$ cat src/rtl/mksd_pkg.sv
package mksd_pkg;

    localparam int NUM_COLS           = 3;
    localparam int HISTORY_BITS_DEF   = 8;
    localparam int SAMPLE_DIVISOR_DEF = 4;
    localparam int NUM_KEYS           = 9;

    localparam logic [2:0] ROW_RESET  = 3'b110;
    localparam logic [7:0] HOLD_RESET = 8'd9;
    localparam logic [7:0] CODE_NONE  = 8'hFF;

    localparam logic [7:0] KEY_CODES [NUM_KEYS] = '{
        8'hBB, 8'hDB, 8'hEB, 8'hBD, 8'hDD, 8'hED, 8'hBE, 8'hDE, 8'hEE
    };

    typedef enum logic {
        MODE_TICK = 1'b0,
        MODE_READ = 1'b1
    } t_mode;

    typedef struct packed {
        logic tick;
        logic match;
        logic pin;
    } t_lane_in;

    typedef struct packed {
        logic [2:0] row_drive;
        logic [7:0] scan_code;
        logic [3:0] key_number;
        logic       key_valid;
    } t_result;

    function automatic logic [3:0] decode_key(input logic [7:0] code);
        logic [3:0] key;
        key = 4'd0;
        for (int k = 0; k < NUM_KEYS; k++) begin
            if (KEY_CODES[k] == code) begin
                key = 4'(k + 1);
            end
        end
        return key;
    endfunction

endpackage

$ cat src/rtl/mksd_lane.sv
module mksd_lane
    import mksd_pkg::*;
#(
    parameter int HISTORY_BITS   = HISTORY_BITS_DEF,
    parameter int SAMPLE_DIVISOR = SAMPLE_DIVISOR_DEF
) (
    input  logic     i_clk,
    input  logic     i_rst_n,
    input  t_lane_in i_lane,
    output logic     o_latch
);

    localparam int CNT_W = (SAMPLE_DIVISOR > 1) ? $clog2(SAMPLE_DIVISOR) : 1;
    localparam logic [CNT_W-1:0] CNT_LAST = CNT_W'(SAMPLE_DIVISOR - 1);

    logic [CNT_W-1:0]        r_cnt, n_cnt;
    logic [HISTORY_BITS-1:0] r_hist, n_hist;
    logic                    r_down, n_down;

    always_comb begin
        if (i_lane.match || r_cnt == CNT_LAST) begin
            n_cnt = '0;
        end else begin
            n_cnt = r_cnt + CNT_W'(1);
        end

        if (i_lane.match || n_cnt == '0) begin
            n_hist = {r_hist[HISTORY_BITS-2:0], i_lane.pin};
        end else begin
            n_hist = r_hist;
        end

        o_latch = (n_hist == '0) && !r_down;

        if (o_latch) begin
            n_down = 1'b1;
        end else if ((&n_hist) && r_down) begin
            n_down = 1'b0;
        end else begin
            n_down = r_down;
        end
    end

    always_ff @(posedge i_clk) begin
        if (!i_rst_n) begin
            r_cnt  <= '0;
            r_hist <= '0;
            r_down <= 1'b0;
        end else if (i_lane.tick) begin
            r_cnt  <= n_cnt;
            r_hist <= n_hist;
            r_down <= n_down;
        end
    end

`ifndef SYNTHESIS
    a_cnt_range: assert property (@(posedge i_clk) disable iff (!i_rst_n)
        r_cnt <= CNT_LAST)
        else $error("mismatch counter out of range");

    a_latch_sets_down: assert property (@(posedge i_clk) disable iff (!i_rst_n)
        (i_lane.tick && o_latch) |=> r_down)
        else $error("latch did not mark column down");

    a_no_tick_hold: assert property (@(posedge i_clk) disable iff (!i_rst_n)
        !i_lane.tick |=> $stable(r_hist) && $stable(r_down))
        else $error("lane state moved without a tick");
`endif

endmodule

$ cat src/rtl/mksd_skid.sv
module mksd_skid
    import mksd_pkg::*;
(
    input  logic    i_clk,
    input  logic    i_rst_n,
    input  logic    i_push,
    input  t_result i_data,
    output logic    o_ready,
    output logic    o_valid,
    input  logic    i_ready,
    output t_result o_data
);

    logic    r_out_valid;
    logic    r_skid_valid;
    t_result r_out;
    t_result r_skid;

    assign o_ready = !r_skid_valid;
    assign o_valid = r_out_valid;
    assign o_data  = r_out;

    always_ff @(posedge i_clk) begin
        if (!i_rst_n) begin
            r_out_valid  <= 1'b0;
            r_skid_valid <= 1'b0;
        end else if (i_ready || !r_out_valid) begin
            r_out_valid  <= r_skid_valid || i_push;
            r_skid_valid <= 1'b0;
        end else if (i_push) begin
            r_skid_valid <= 1'b1;
        end
    end

    always_ff @(posedge i_clk) begin
        if (i_ready || !r_out_valid) begin
            r_out <= r_skid_valid ? r_skid : i_data;
        end else if (i_push) begin
            r_skid <= i_data;
        end
    end

`ifndef SYNTHESIS
    a_skid_implies_out: assert property (@(posedge i_clk) disable iff (!i_rst_n)
        r_skid_valid |-> r_out_valid)
        else $error("skid stage full while output empty");

    a_no_push_when_full: assert property (@(posedge i_clk) disable iff (!i_rst_n)
        (r_skid_valid && !i_ready) |=> r_skid_valid && $stable(r_skid))
        else $error("skid stage lost its transaction");

    a_drain_order: assert property (@(posedge i_clk) disable iff (!i_rst_n)
        (r_skid_valid && i_ready) |=> (r_out == $past(r_skid)) && !r_skid_valid)
        else $error("skid stage drained out of order");
`endif

endmodule

$ cat src/rtl/matrix_keypad_scan_debounce.sv
// 3x3 key matrix scanner with per-column debounce
// input channel (i_in_valid / o_in_ready): one transaction per scan tick
// (i_mode tick) carrying the sampled column and row pins, or a read
// (i_mode read) that decodes the latched key code and clears it
// output channel (o_out_valid / i_out_ready): exactly one result transaction
// per input transaction, in order: row drive, scan code, key number, key valid
// each accepted result is registered in the output register, or in the skid
// stage while the receiver stalls; throughput is one transaction per cycle
// while o_in_ready is high, set by the update of the three column lanes
// and the code register; the output register is backed by a one-entry skid
// stage, so one more transaction is taken while a result waits; o_in_ready
// is low while the skid stage holds one, filled only when the receiver stalls
// i_cfg_we writes the row hold count from i_cfg_wdata in the same cycle
// reset (synchronous, active low) gives row drive 110, hold count 9,
// cleared histories and down flags, scan code 0xFF and an empty output
module matrix_keypad_scan_debounce
    import mksd_pkg::*;
#(
    parameter int HISTORY_BITS   = HISTORY_BITS_DEF,
    parameter int SAMPLE_DIVISOR = SAMPLE_DIVISOR_DEF
) (
    input  logic       i_clk,
    input  logic       i_rst_n,
    input  logic       i_cfg_we,
    input  logic [7:0] i_cfg_wdata,
    input  logic       i_in_valid,
    output logic       o_in_ready,
    input  logic       i_mode,
    input  logic [2:0] i_column_levels,
    input  logic [2:0] i_row_levels,
    output logic       o_out_valid,
    input  logic       i_out_ready,
    output logic [2:0] o_row_drive,
    output logic [7:0] o_scan_code,
    output logic [3:0] o_key_number,
    output logic       o_key_valid
);

    logic [7:0] r_hold;
    logic [7:0] r_tick, n_tick;
    logic [2:0] r_row, n_row;
    logic [7:0] r_code, n_code;

    logic                accept;
    logic                is_tick;
    logic [NUM_COLS-1:0] latch;
    t_result             result;
    t_result             out_data;

    assign accept  = i_in_valid && o_in_ready;
    assign is_tick = accept && (t_mode'(i_mode) == MODE_TICK);

    for (genvar c = 0; c < NUM_COLS; c++) begin : g_lane
        localparam logic [2:0] DOWN_LEVEL = ~(3'b001 << c);
        t_lane_in lane_in;

        always_comb begin
            lane_in.tick  = is_tick;
            lane_in.match = (i_column_levels == DOWN_LEVEL);
            lane_in.pin   = i_column_levels[c];
        end

        mksd_lane #(
            .HISTORY_BITS   (HISTORY_BITS),
            .SAMPLE_DIVISOR (SAMPLE_DIVISOR)
        ) u_lane (
            .i_clk   (i_clk),
            .i_rst_n (i_rst_n),
            .i_lane  (lane_in),
            .o_latch (latch[c])
        );
    end

    always_comb begin
        if (r_tick >= r_hold) begin
            n_tick = '0;
            n_row  = {r_row[1:0], r_row[2]};
        end else begin
            n_tick = r_tick + 8'd1;
            n_row  = r_row;
        end

        result.key_number = 4'd0;
        result.key_valid  = 1'b0;
        unique case (t_mode'(i_mode))
            MODE_TICK: begin
                n_code = (|latch) ? {1'b1, i_column_levels, 1'b1, i_row_levels} : r_code;
                result.row_drive = n_row;
                result.scan_code = n_code;
            end
            MODE_READ: begin
                n_code = CODE_NONE;
                result.row_drive  = r_row;
                result.scan_code  = r_code;
                result.key_number = decode_key(r_code);
                result.key_valid  = (result.key_number != 4'd0);
            end
            default: begin
                n_code           = r_code;
                result.row_drive = r_row;
                result.scan_code = r_code;
            end
        endcase
    end

    always_ff @(posedge i_clk) begin
        if (!i_rst_n) begin
            r_hold <= HOLD_RESET;
        end else if (i_cfg_we) begin
            r_hold <= i_cfg_wdata;
        end
    end

    always_ff @(posedge i_clk) begin
        if (!i_rst_n) begin
            r_tick <= '0;
            r_row  <= ROW_RESET;
            r_code <= CODE_NONE;
        end else if (accept) begin
            if (is_tick) begin
                r_tick <= n_tick;
                r_row  <= n_row;
            end
            r_code <= n_code;
        end
    end

    mksd_skid u_skid (
        .i_clk   (i_clk),
        .i_rst_n (i_rst_n),
        .i_push  (accept),
        .i_data  (result),
        .o_ready (o_in_ready),
        .o_valid (o_out_valid),
        .i_ready (i_out_ready),
        .o_data  (out_data)
    );

    assign o_row_drive  = out_data.row_drive;
    assign o_scan_code  = out_data.scan_code;
    assign o_key_number = out_data.key_number;
    assign o_key_valid  = out_data.key_valid;

`ifndef SYNTHESIS
    a_row_one_low: assert property (@(posedge i_clk) disable iff (!i_rst_n)
        $countones(r_row) == 2)
        else $error("row drive lost its single low bit");

    a_read_clears: assert property (@(posedge i_clk) disable iff (!i_rst_n)
        (accept && t_mode'(i_mode) == MODE_READ) |=> r_code == CODE_NONE)
        else $error("read transaction did not clear the code");

    a_stall_has_output: assert property (@(posedge i_clk) disable iff (!i_rst_n)
        !o_in_ready |-> o_out_valid)
        else $error("input stalled with no result pending");

    a_tick_bound: assert property (@(posedge i_clk) disable iff (!i_rst_n)
        (is_tick && $stable(r_hold)) |=> (r_tick <= r_hold) || (r_tick == $past(r_tick) + 8'd1))
        else $error("tick counter ran past the hold count");
`endif

endmodule

$ cat config.mk
export PLATFORM = sky130hd
export DESIGN_NAME = matrix_keypad_scan_debounce
export DESIGN_NICKNAME = d
export VERILOG_FILES = /design/src/rtl/mksd_pkg.sv /design/src/rtl/mksd_lane.sv /design/src/rtl/mksd_skid.sv /design/src/rtl/matrix_keypad_scan_debounce.sv
export SDC_FILE = /design/constraint.sdc
export NUM_CORES = 1
export LEC_CHECK = 0
export ABC_AREA = 1
export BUFFER_PORTS_ARGS = -buffer_cell sky130_fd_sc_hd__buf_2
export CORE_MARGIN = 2
export CORE_UTILIZATION = 40
export CTS_CLUSTER_SIZE = 28
export DETAILED_ROUTE_END_ITERATION = 8
export HOLD_SLACK_MARGIN = 0.15
export SYNTH_ARGS = -nofsm -noshare
export SYNTH_HDL_FRONTEND = slang
export SYNTH_HIERARCHICAL = 1
export SYNTH_SLANG_ARGS = --single-unit
$ cat constraint.sdc
create_clock -name i_clk -period 5.7 [get_ports i_clk]
set_input_delay 0.57 -clock i_clk [delete_from_list [all_inputs] [get_ports i_clk]]
set_output_delay 0.57 -clock i_clk [all_outputs]
set_load 0.02 [all_outputs]
==> results of run 1 <==
## power groups by stage
stage	registers [uW]	logic, uW	clock network, uW
finish	752	235	536
CTS	753	238	559
floorplan	778	178	0
detailed placement	767	237	0
global route	756	270	585
global placement	767	231	0
## synthesized netlist by cell type (3+ instances only)
cell type	number
a211oi_1	3
a21oi_1	41
a32oi_1	6
and3_1	3
buf_6	7
clkbuf_1	5
clkinv_1	3
dfxtp_1	62
edfxtp_1	32
ha_1	12
inv_1	98
inv_2	4
nand2_1	164
nand2_2	7
nand3_1	18
nand4_1	8
nor2_1	25
nor2_2	14
nor2_4	3
nor3_1	4
o211ai_1	12
o21ai_0	45
o21ai_1	16
o21ai_2	3
o21ai_4	3
xor2_1	4
## how the worst max path moves through the flow
stage	end	slack [ns]	cells past startpoint
5_1_grt	u_skid/o_data[5]$_DFFE_PP_	2.45	14
2_1_floorplan	u_skid/o_data[11]$_DFFE_PP_	3.06	16
4_1_cts	u_skid/o_data[7]$_DFFE_PP_	2.78	14
6_report	u_skid/o_data[11]$_DFFE_PP_	2.80	14
3_3_place_gp	u_skid/o_data[11]$_DFFE_PP_	2.54	17
3_5_place_dp	u_skid/o_data[5]$_DFFE_PP_	2.53	17
## layer usage
metal  wire (um)  share of wire (%)
met1        4590                 49
met2        4290                 45
met3         353                3.7
met4         208                2.2
met5           0                  0
## state kept, by name, summed over array words and instances, names as in the netlist
name	count
g_lane.u_lane/r_cnt	6
g_lane.u_lane/r_down	3
g_lane.u_lane/r_hist	24
r_code	8
r_hold	8
r_row	3
r_tick	8
u_skid/o_data	16
u_skid/o_valid	1
u_skid/r_skid	16
u_skid/r_skid_valid	1
## area by class of cell
type                            count  area, um^2  area share (%)
Sequential cell                    94        2200            41.1
Multi-Input combinational cell    403        2110            39.3
Inverter                          106         405            7.56
Clock buffer                       12         236            4.41
Timing Repair Buffer               39         200            3.73
Tap cell                          147         184            3.43
Clock inverter                      4        23.8           0.443
## worst reg2reg max path, cell delays in order, from the launching register on
cell and delay, ns:
dfxtp_1 0.32, ha_1 0.37, o21ai_4 0.46, nand2_2 0.09
o21ai_2 0.11, nand2_1 0.07, nor2_1 0.12, and3_1 0.21
nor3_2 0.07, nor2_2 0.45, nand2_1 0.10, o21ai_0 0.10
inv_1 0.08, nand2_2 0.07, nand2_1 0.05
## cell families after synthesis
family,synth area share [%]
simple gates,23.3
fa+ha+maj,3.09
flops,45.3
buf+inv,11.2
xor+xnor,0.902
compound gates,15.9
mux,0.206
## per-stage QoR
stage	std cells	hold slack (ns)	worst slack, ns
6_report	805	0.438	2.80
5_1_grt	805	0.457	2.45
4_1_cts	805	0.422	2.78
3_3_place_gp	789	0.452	2.54
3_5_place_dp	789	0.454	2.53
2_1_floorplan	619	0.435	3.06
==> flow_summary.yaml, run 1 <==
critical_path:
  critical_path_buf_inv_count: 1
  worst-r2r-cell-count: 14
  r2r-start: "g_lane[1].u_lane/r_cnt[0]$_SDFFE_PN0P_"
  worst_ep_arrival_time_ns: 3.00
  crit_required_ns: 5.80
  r2r_slack_ns: 2.80
  cp_top_family: "simple AND/OR/NAND/NOR gates"
  critPathCaptureType: "register"
  cpPeakStageDelay_ns: 0.46
  cp_slowest_cell: "o21ai_4"
  crit-reg2reg-capture: "u_skid/o_data[11]$_DFFE_PP_"
  setup.worst_path.start_class: "register"
  crit_fanout: 21
  crit_chain: "ha_1, o21ai_4, nand2_2, o21ai_2, nand2_1, nor2_1, and3_1, nor3_2, nor2_2, nand2_1, o21ai_0, inv_1, nand2_2, nand2_1"
  crit_type: "register to register"
  crit_top_cell: "nand2_1"
  startpoint: "g_lane[1].u_lane/r_cnt[0]$_SDFFE_PN0P_"
power_and_ir_drop:
  power.density_nw_per_um2: 284
  p_leak_uw: 0.00246
  ir_drop_mv: 0.112
  combinationalPowerShare_pct: 15.4
  seqPwrFrac_pct: 49.4
  p_switching_uw: 420
  total_power_uw: 1520
  pwr-share-clk_pct: 35.2
  switching_share_pct: 27.6
  p_int_uw: 1100
yosys:
  async_reset_ff_share_pct: 0
  netlist_instances: 619
  yosys_most_used_dff: "dfxtp_1"
  yosysUniqueCellTypes: 41
  synth_area_leaders: "dfxtp_1, edfxtp_1, nand2_1, inv_1, o21ai_0"
  synth-seq-cells: 94
  synth.top_cell.area_share_pct: 25.6
  syn-cell-area_um2: 4860
  synth_edf_count: 32
  seq_area_frac_synth_pct: 45.3
  avgSynthCellArea_um2: 7.84
  yosysWarnings: 6
  yosys.area.top_type: "dfxtp_1"
  synth_nets: 651
die:
  die-area_um2: 13000
  start_util_pct: 40.8
  ios: 38
  chipWidth_um: 114
  core_um2: 11900
  core.rowCount: 40
  die_h_um: 114
sta:
  finalCritPeriodShare_pct: 50.9
  timing.fmax_mhz: 345
  slew_viol_final: 0
  min_period_ns: 2.90
  setup_violations: 0
  relSlewSlack_pct: 43.6
  hold_viol: 0
  rsz0062_at_grt: "no"
  tightest_slew_ns: 0.846
  fin_skew_ns: 0.00780
  setup-tns-final_ns: 0
finish:
  diodes: 0
  final_cell_mix: "nand2_1, inv_1, dfxtp_1, o21ai_0, a21oi_1"
  area_growth_pct: 10.4
  nNetsFinal: 685
  design_area_um2: 5360
  drive_gt1_share_pct: 14.0
  layout_commonest_cell: "nand2_1"
  final_core_util_pct: 45.0
  nFillCells: 1211
hold_path:
  hold_depth: 3
  hp-start: "i_cfg_wdata[0]"
  hp-class: "input port to register"
  min_to: "r_hold[0]$_SDFFE_PN1P_"
place:
  hpwl_um: 6820
  globalplace.congestion: 0.789
  place_area_um2: 5100
  io_buffers: 37
global_route:
  grt_overflow: 0
  grt.busiest_layer: "met2"
  use_met1_pct: 19.3
  antenna_found_initial: 0
  grtUsageMet3_pct: 2.75
  met2_usage_pct: 25.4
  grt_max_degree: 24
  grt_pass1_vias: 3569
  gr-usage-all-layers_pct: 15.4
  grt_pass1_wl_um: 16000
run:
  drv_cap: 0
run_status:
  outcome: "finished, final reports clean"
detailed_routing:
  avgViaCountPerCell: 4.81
  dr.pass1.iters: 4
  num_vias: 3876
  ant_nets: 0
  avgRoutedWirePerCell_um: 11.7
  first_iter_violations: 187
  drc: 0
  drt_wl_total_um: 9440
clock_network:
  postCtsSetupRepairBufs: 0
  cts_sinks: 94
  clkTransAtPathRegs_ns: 0.06
  cts_resized: 0
  cts_root_buffer: "clkbuf_16"
  cts_buffers: 9
  cts_tree: "built"
  ctsHoldBuffers: 0
  h-tree-depth: 3
  insertion_delay_ns: 0.35
  cts_max_path_buffers: 2
(Power assumes the default switching activity.)
==> run 2: changes to the inputs <==
==> constraint.sdc (replaced) <==
create_clock -name i_clk -period 2.33 [get_ports i_clk]
set_input_delay 0.233 -clock i_clk [delete_from_list [all_inputs] [get_ports i_clk]]
set_output_delay 0.233 -clock i_clk [all_outputs]
set_load 0.02 [all_outputs]
==> flow_summary.yaml, run 2 (same netlist as run 1, synthesis figures left out) <==
finish:
  drive_gt1_share_pct: 25.7
  final_core_util_pct: 50.8
  largest_reg_flops: 24
  largest-register: "g_lane.u_lane/r_hist"
  area_growth_pct: 24.5
  layout_commonest_cell: "nand2_1"
  nNetsFinal: 743
  diodes: 0
  final_cell_mix: "nand2_1, inv_1, dfxtp_1, buf_4, a21oi_1"
die:
  ios: 38
  die-area_um2: 13000
  core_um2: 11900
  chipWidth_um: 114
  core.rowCount: 40
  start_util_pct: 40.8
  die_h_um: 114
hold_path:
  hp-class: "input port to register"
critical_path:
  crit_fanout: 8
  crit_top_cell: "nand2_1"
  cpPeakStageDelay_ns: 0.33
  setup.worst_path.start_class: "register"
  critPathCaptureType: "register"
  crit_type: "register to register"
  crit_chain: "ha_4, o21ai_4, buf_6, nand2_1, o21ai_1, nand2_1, nor2_2, and3_4, nor3_4, nor2_4, buf_6, nand2_1, o21ai_1, inv_1, nand2_2, nand2_1"
  crit_required_ns: 2.43
  cp_slowest_cell: "dfxtp_2"
  worst_ep_arrival_time_ns: 2.41
global_route:
  grt_max_degree: 33
  grt_pass1_wl_um: 17100
  grt_overflow: 0
  antenna_found_initial: 0
  gr-usage-all-layers_pct: 16.2
  grt_pass1_vias: 3871
place:
  dp_worst_setup_slack_ns: -0.237
  io_buffers: 37
  globalplace.congestion: 0.857
  hpwl_um: 6990
run:
  drv_cap: 0
sta:
  rsz0062_at_grt: "yes"
  fin_skew_ns: 0.00550
  tightest_slew_ns: 0.518
  slew_viol_final: 0
  min_period_ns: 2.31
  fin_ws_ns: 0.0203
  timing.fmax_mhz: 433
  setup_violations: 0
  hold_viol: 0
  relSlewSlack_pct: 65.3
  finalCritPeriodShare_pct: 99.1
clock_network:
  insertion_delay_ns: 0.34
  cts_max_path_buffers: 2
  h-tree-depth: 3
  clkTransAtPathRegs_ns: 0.07
  cts_buffers: 9
  cts_root_buffer: "clkbuf_16"
  cts_sinks: 94
  cts_tree: "built"
power_and_ir_drop:
  total_power_uw: 4140
  power.density_nw_per_um2: 685
  ir_drop_mv: 0.345
  p_leak_uw: 0.00281
detailed_routing:
  avgViaCountPerCell: 4.86
  first_iter_violations: 268
  num_vias: 4196
  avgRoutedWirePerCell_um: 11.7
  dr.pass1.iters: 4
  drt_wl_total_um: 10100
  drc: 0
  ant_nets: 0
run_status:
  outcome: "finished, final reports clean"
run 2: cell types whose count changed in the layout (fill, tap and decap cells not counted), moves of 8 or more:
| cell | before | now |
|---|---|---|
| nand2_1 | 164 | 154 |
| o21ai_2 | 3 | 11 |
| buf_4 | 2 | 44 |
| buf_6 | 0 | 9 |
| nand2_2 | 7 | 16 |
run 2: path summary, 6_finish.rpt:
check	slack (ns)	to	cells past startpoint	start
min	0.18	r_hold[1]$_SDFFE_PN0P_	3	i_cfg_wdata[1]
min reg2reg	0.46	r_hold[1]$_SDFFE_PN0P_	2	r_hold[1]$_SDFFE_PN0P_
max	0.02	u_skid/o_data[6]$_DFFE_PP_	16	g_lane[1].u_lane/r_cnt[1]$_SDFFE_PN0P_
max reg2reg	0.02	u_skid/o_data[6]$_DFFE_PP_	16	g_lane[1].u_lane/r_cnt[1]$_SDFFE_PN0P_
run 2: routing by layer:
layer  up-vias  global-route usage [%]  wire length, um
met5         -                       0                0
met4         0                    6.50              160
met3        15                    4.02              449
met1      1906                    20.6             4740
met2        73                    26.3             4780
li1       2202                       -                -
run 2: where the power goes:
group / leakage, uW / switching [uW] / internal [uW]
Sequential: 0.000804 / 47.8 / 1790
Clock: 0.000147 / 633 / 833
Combinational: 0.00186 / 466 / 366
run 2: what timing repair did:
item                                   CTS  global route
setup buffers                           13             5
hold buffers                             5             0
gates cloned                             0             0
endpoints found under the hold margin    3             0
gates resized for setup                 14            37
pin swaps                                8            17
setup endpoints to repair               18            24
run 2: stage by stage:
step	hold WS (ns)	cells	area, um^2	setup TNS [ns]
2_1_floorplan	0.344	619	4890	0
3_3_place_gp	0.446	828	5460	-2.01
3_5_place_dp	0.443	828	5460	-2.63
4_1_cts	0.157	860	5920	0
5_1_grt	0.181	863	6050	-1.43
6_report	0.179	863	6050	0
run 2: worst max-delay path: cells and delay by family (launching register included):
kind / cells / cell delay [ns]
simple gates: 9 / 0.77
buf+inv: 3 / 0.38
flops: 1 / 0.33
compound gates: 3 / 0.33
fa+ha+maj: 1 / 0.24
run 2: final cells by class:
class                           instances  area (um^2)
Fill cell                            1139         5870
Multi-Input combinational cell        403         2250
Sequential cell                        94         2210
Timing Repair Buffer                   97          707
Inverter                              106          405
Clock buffer                           10          229
Tap cell                              147          184
Clock inverter                          6         62.6
==> run 3: changes to the inputs <==
--- a/config.mk
+++ b/config.mk
@@ -12,6 +12,7 @@
 export CTS_CLUSTER_SIZE = 28
 export DETAILED_ROUTE_END_ITERATION = 8
 export HOLD_SLACK_MARGIN = 0.15
+export RECOVER_POWER = 25
 export SYNTH_ARGS = -nofsm -noshare
 export SYNTH_HDL_FRONTEND = slang
 export SYNTH_HIERARCHICAL = 1
==> flow_summary.yaml, run 3 (same netlist as run 1, synthesis figures left out) <==
die:
  core.rowCount: 40
  start_util_pct: 40.8
  die-area_um2: 13000
  core_um2: 11900
  ios: 38
  die_h_um: 114
  chipWidth_um: 114
run_status:
  outcome: "finished, final reports clean"
finish:
  largest_reg_flops: 24
  layout.cells.non_filler: 863
  drive_gt1_share_pct: 22.9
  largest-register: "g_lane.u_lane/r_hist"
  nNetsFinal: 743
  diodes: 0
  layout_commonest_cell: "nand2_1"
  design_area_um2: 6020
  final_cell_mix: "nand2_1, inv_1, dfxtp_1, buf_4, a21oi_1"
  area_growth_pct: 23.9
clock_network:
  cts_tree: "built"
  cts_root_buffer: "clkbuf_16"
  clkTransAtPathRegs_ns: 0.07
  cts_buffers: 9
  insertion_delay_ns: 0.34
  cts_max_path_buffers: 2
  h-tree-depth: 3
  cts_sinks: 94
critical_path:
  worst-r2r-cell-count: 16
  endpoint: "u_skid/o_data[6]$_DFFE_PP_"
  crit_cells: 16
  crit_top_cell: "nand2_1"
  crit_type: "register to register"
  crit-reg2reg-capture: "u_skid/o_data[6]$_DFFE_PP_"
  crit_required_ns: 2.43
  crit_chain: "ha_4, o21ai_4, buf_6, nand2_1, o21ai_1, nand2_1, nor2_2, and3_4, nor3_4, nor2_4, buf_6, nand2_1, o21ai_1, inv_1, nand2_2, nand2_1"
  critical_path_buf_inv_count: 3
  cp_slowest_cell: "dfxtp_2"
  r2r-start: "g_lane[1].u_lane/r_cnt[1]$_SDFFE_PN0P_"
  critPathCaptureType: "register"
  cp_top_family: "simple AND/OR/NAND/NOR gates"
  startpoint: "g_lane[1].u_lane/r_cnt[1]$_SDFFE_PN0P_"
  worst_ep_arrival_time_ns: 2.41
  setup.worst_path.start_class: "register"
  r2r_slack_ns: 0.02
  crit_fanout: 8
  cpPeakStageDelay_ns: 0.33
power_and_ir_drop:
  p_switching_uw: 1150
  switching_share_pct: 27.8
  p_int_uw: 2980
  seqPwrFrac_pct: 44.6
  p_leak_uw: 0.00276
  ir_drop_mv: 0.345
  combinationalPowerShare_pct: 19.9
  power.density_nw_per_um2: 687
  pwr-share-clk_pct: 35.5
detailed_routing:
  first_iter_violations: 271
  ant_nets: 0
  drc: 0
  avgViaCountPerCell: 4.82
  avgRoutedWirePerCell_um: 11.7
  drt_wl_total_um: 10100
  dr.pass1.iters: 5
  num_vias: 4162
sta:
  fin_skew_ns: 0.00559
  fin_ws_ns: 0.0187
  min_period_ns: 2.31
  timing.fmax_mhz: 433
  hold_viol: 0
  setup_violations: 0
  finalCritPeriodShare_pct: 99.2
  tightest_slew_ns: 0.961
  setup-tns-final_ns: 0
  relSlewSlack_pct: 35.9
  slew_viol_final: 0
  rsz0062_at_grt: "yes"
  holdWs_ns: 0.178
global_route:
  grt_pass1_wl_um: 17100
  grt_pass1_vias: 3871
  grt_max_degree: 33
  grt_overflow: 0
  antenna_found_initial: 0
  gr-usage-all-layers_pct: 16.2
place:
  place_inst: 828
  globalplace.congestion: 0.857
  hpwl_um: 6990
  dp_worst_setup_slack_ns: -0.237
  place_area_um2: 5460
  io_buffers: 37
hold_path:
  hp-class: "input port to register"
  hold_depth: 3
  hp-start: "i_cfg_wdata[1]"
run:
  drv_cap: 0
-- run 3: how the worst min path moves through the flow --
stage | endpoint | slack [ns]
after floorplan | r_hold[3]$_SDFFE_PN1P_ | 0.34
after global placement | r_hold[0]$_SDFFE_PN1P_ | 0.45
after detailed placement | r_hold[0]$_SDFFE_PN1P_ | 0.44
after CTS | r_code[0]$_SDFFE_PN1P_ | 0.16
after global routing | r_hold[1]$_SDFFE_PN0P_ | 0.18
final | r_hold[1]$_SDFFE_PN0P_ | 0.18
-- run 3: per-layer routing --
metal / routed length [um] / share of wire, % / GRT usage (%)
met1: 4790 / 47 / 20.6
met2: 4760 / 47 / 26.3
met3: 420 / 4.1 / 4.02
met4: 169 / 1.7 / 6.50
met5: 0 / 0 / 0
-- run 3: cell type report --
class | instances | area [um^2]
fillers | 1156 | 5900
multi-input cells | 403 | 2250
flip-flops and latches | 94 | 2210
repair buffers | 97 | 677
inverters | 106 | 405
clock buffers | 10 | 229
well taps | 147 | 184
clock inverters | 6 | 62.6
-- run 3: stage by stage --
step	util (%)	power [uW]
floorplan	-	2350
global placement	45.8	2560
detailed placement	45.8	2570
CTS	49.7	4140
global route	50.5	4350
finish	50.5	4130
-- run 3: timing repair --
action                     4_1_cts  5_1_grt
setup endpoints to repair       18       24
buffers inserted                13        5
gates resized for setup         14       37
pin swaps                        8       17
hold buffers                     5        0
hold endpoints to repair         3        0
-- run 3: worst reg2reg max path: stages, from the launching register on --
cell and delay [ns]:
dfxtp_2 0.33, ha_4 0.24, o21ai_4 0.20, buf_6 0.16
nand2_1 0.05, o21ai_1 0.07, nand2_1 0.07, nor2_2 0.14
and3_4 0.21, nor3_4 0.05, nor2_4 0.10, buf_6 0.15
nand2_1 0.06, o21ai_1 0.06, inv_1 0.07, nand2_2 0.06
nand2_1 0.04
-- run 3: power by group through the flow --
stage	clock (uW)	combinational, uW	sequential (uW)
after floorplan	0	444	1910
after global placement	0	681	1870
after detailed placement	0	695	1870
after CTS	1520	779	1840
after global routing	1580	920	1850
final	1470	823	1840
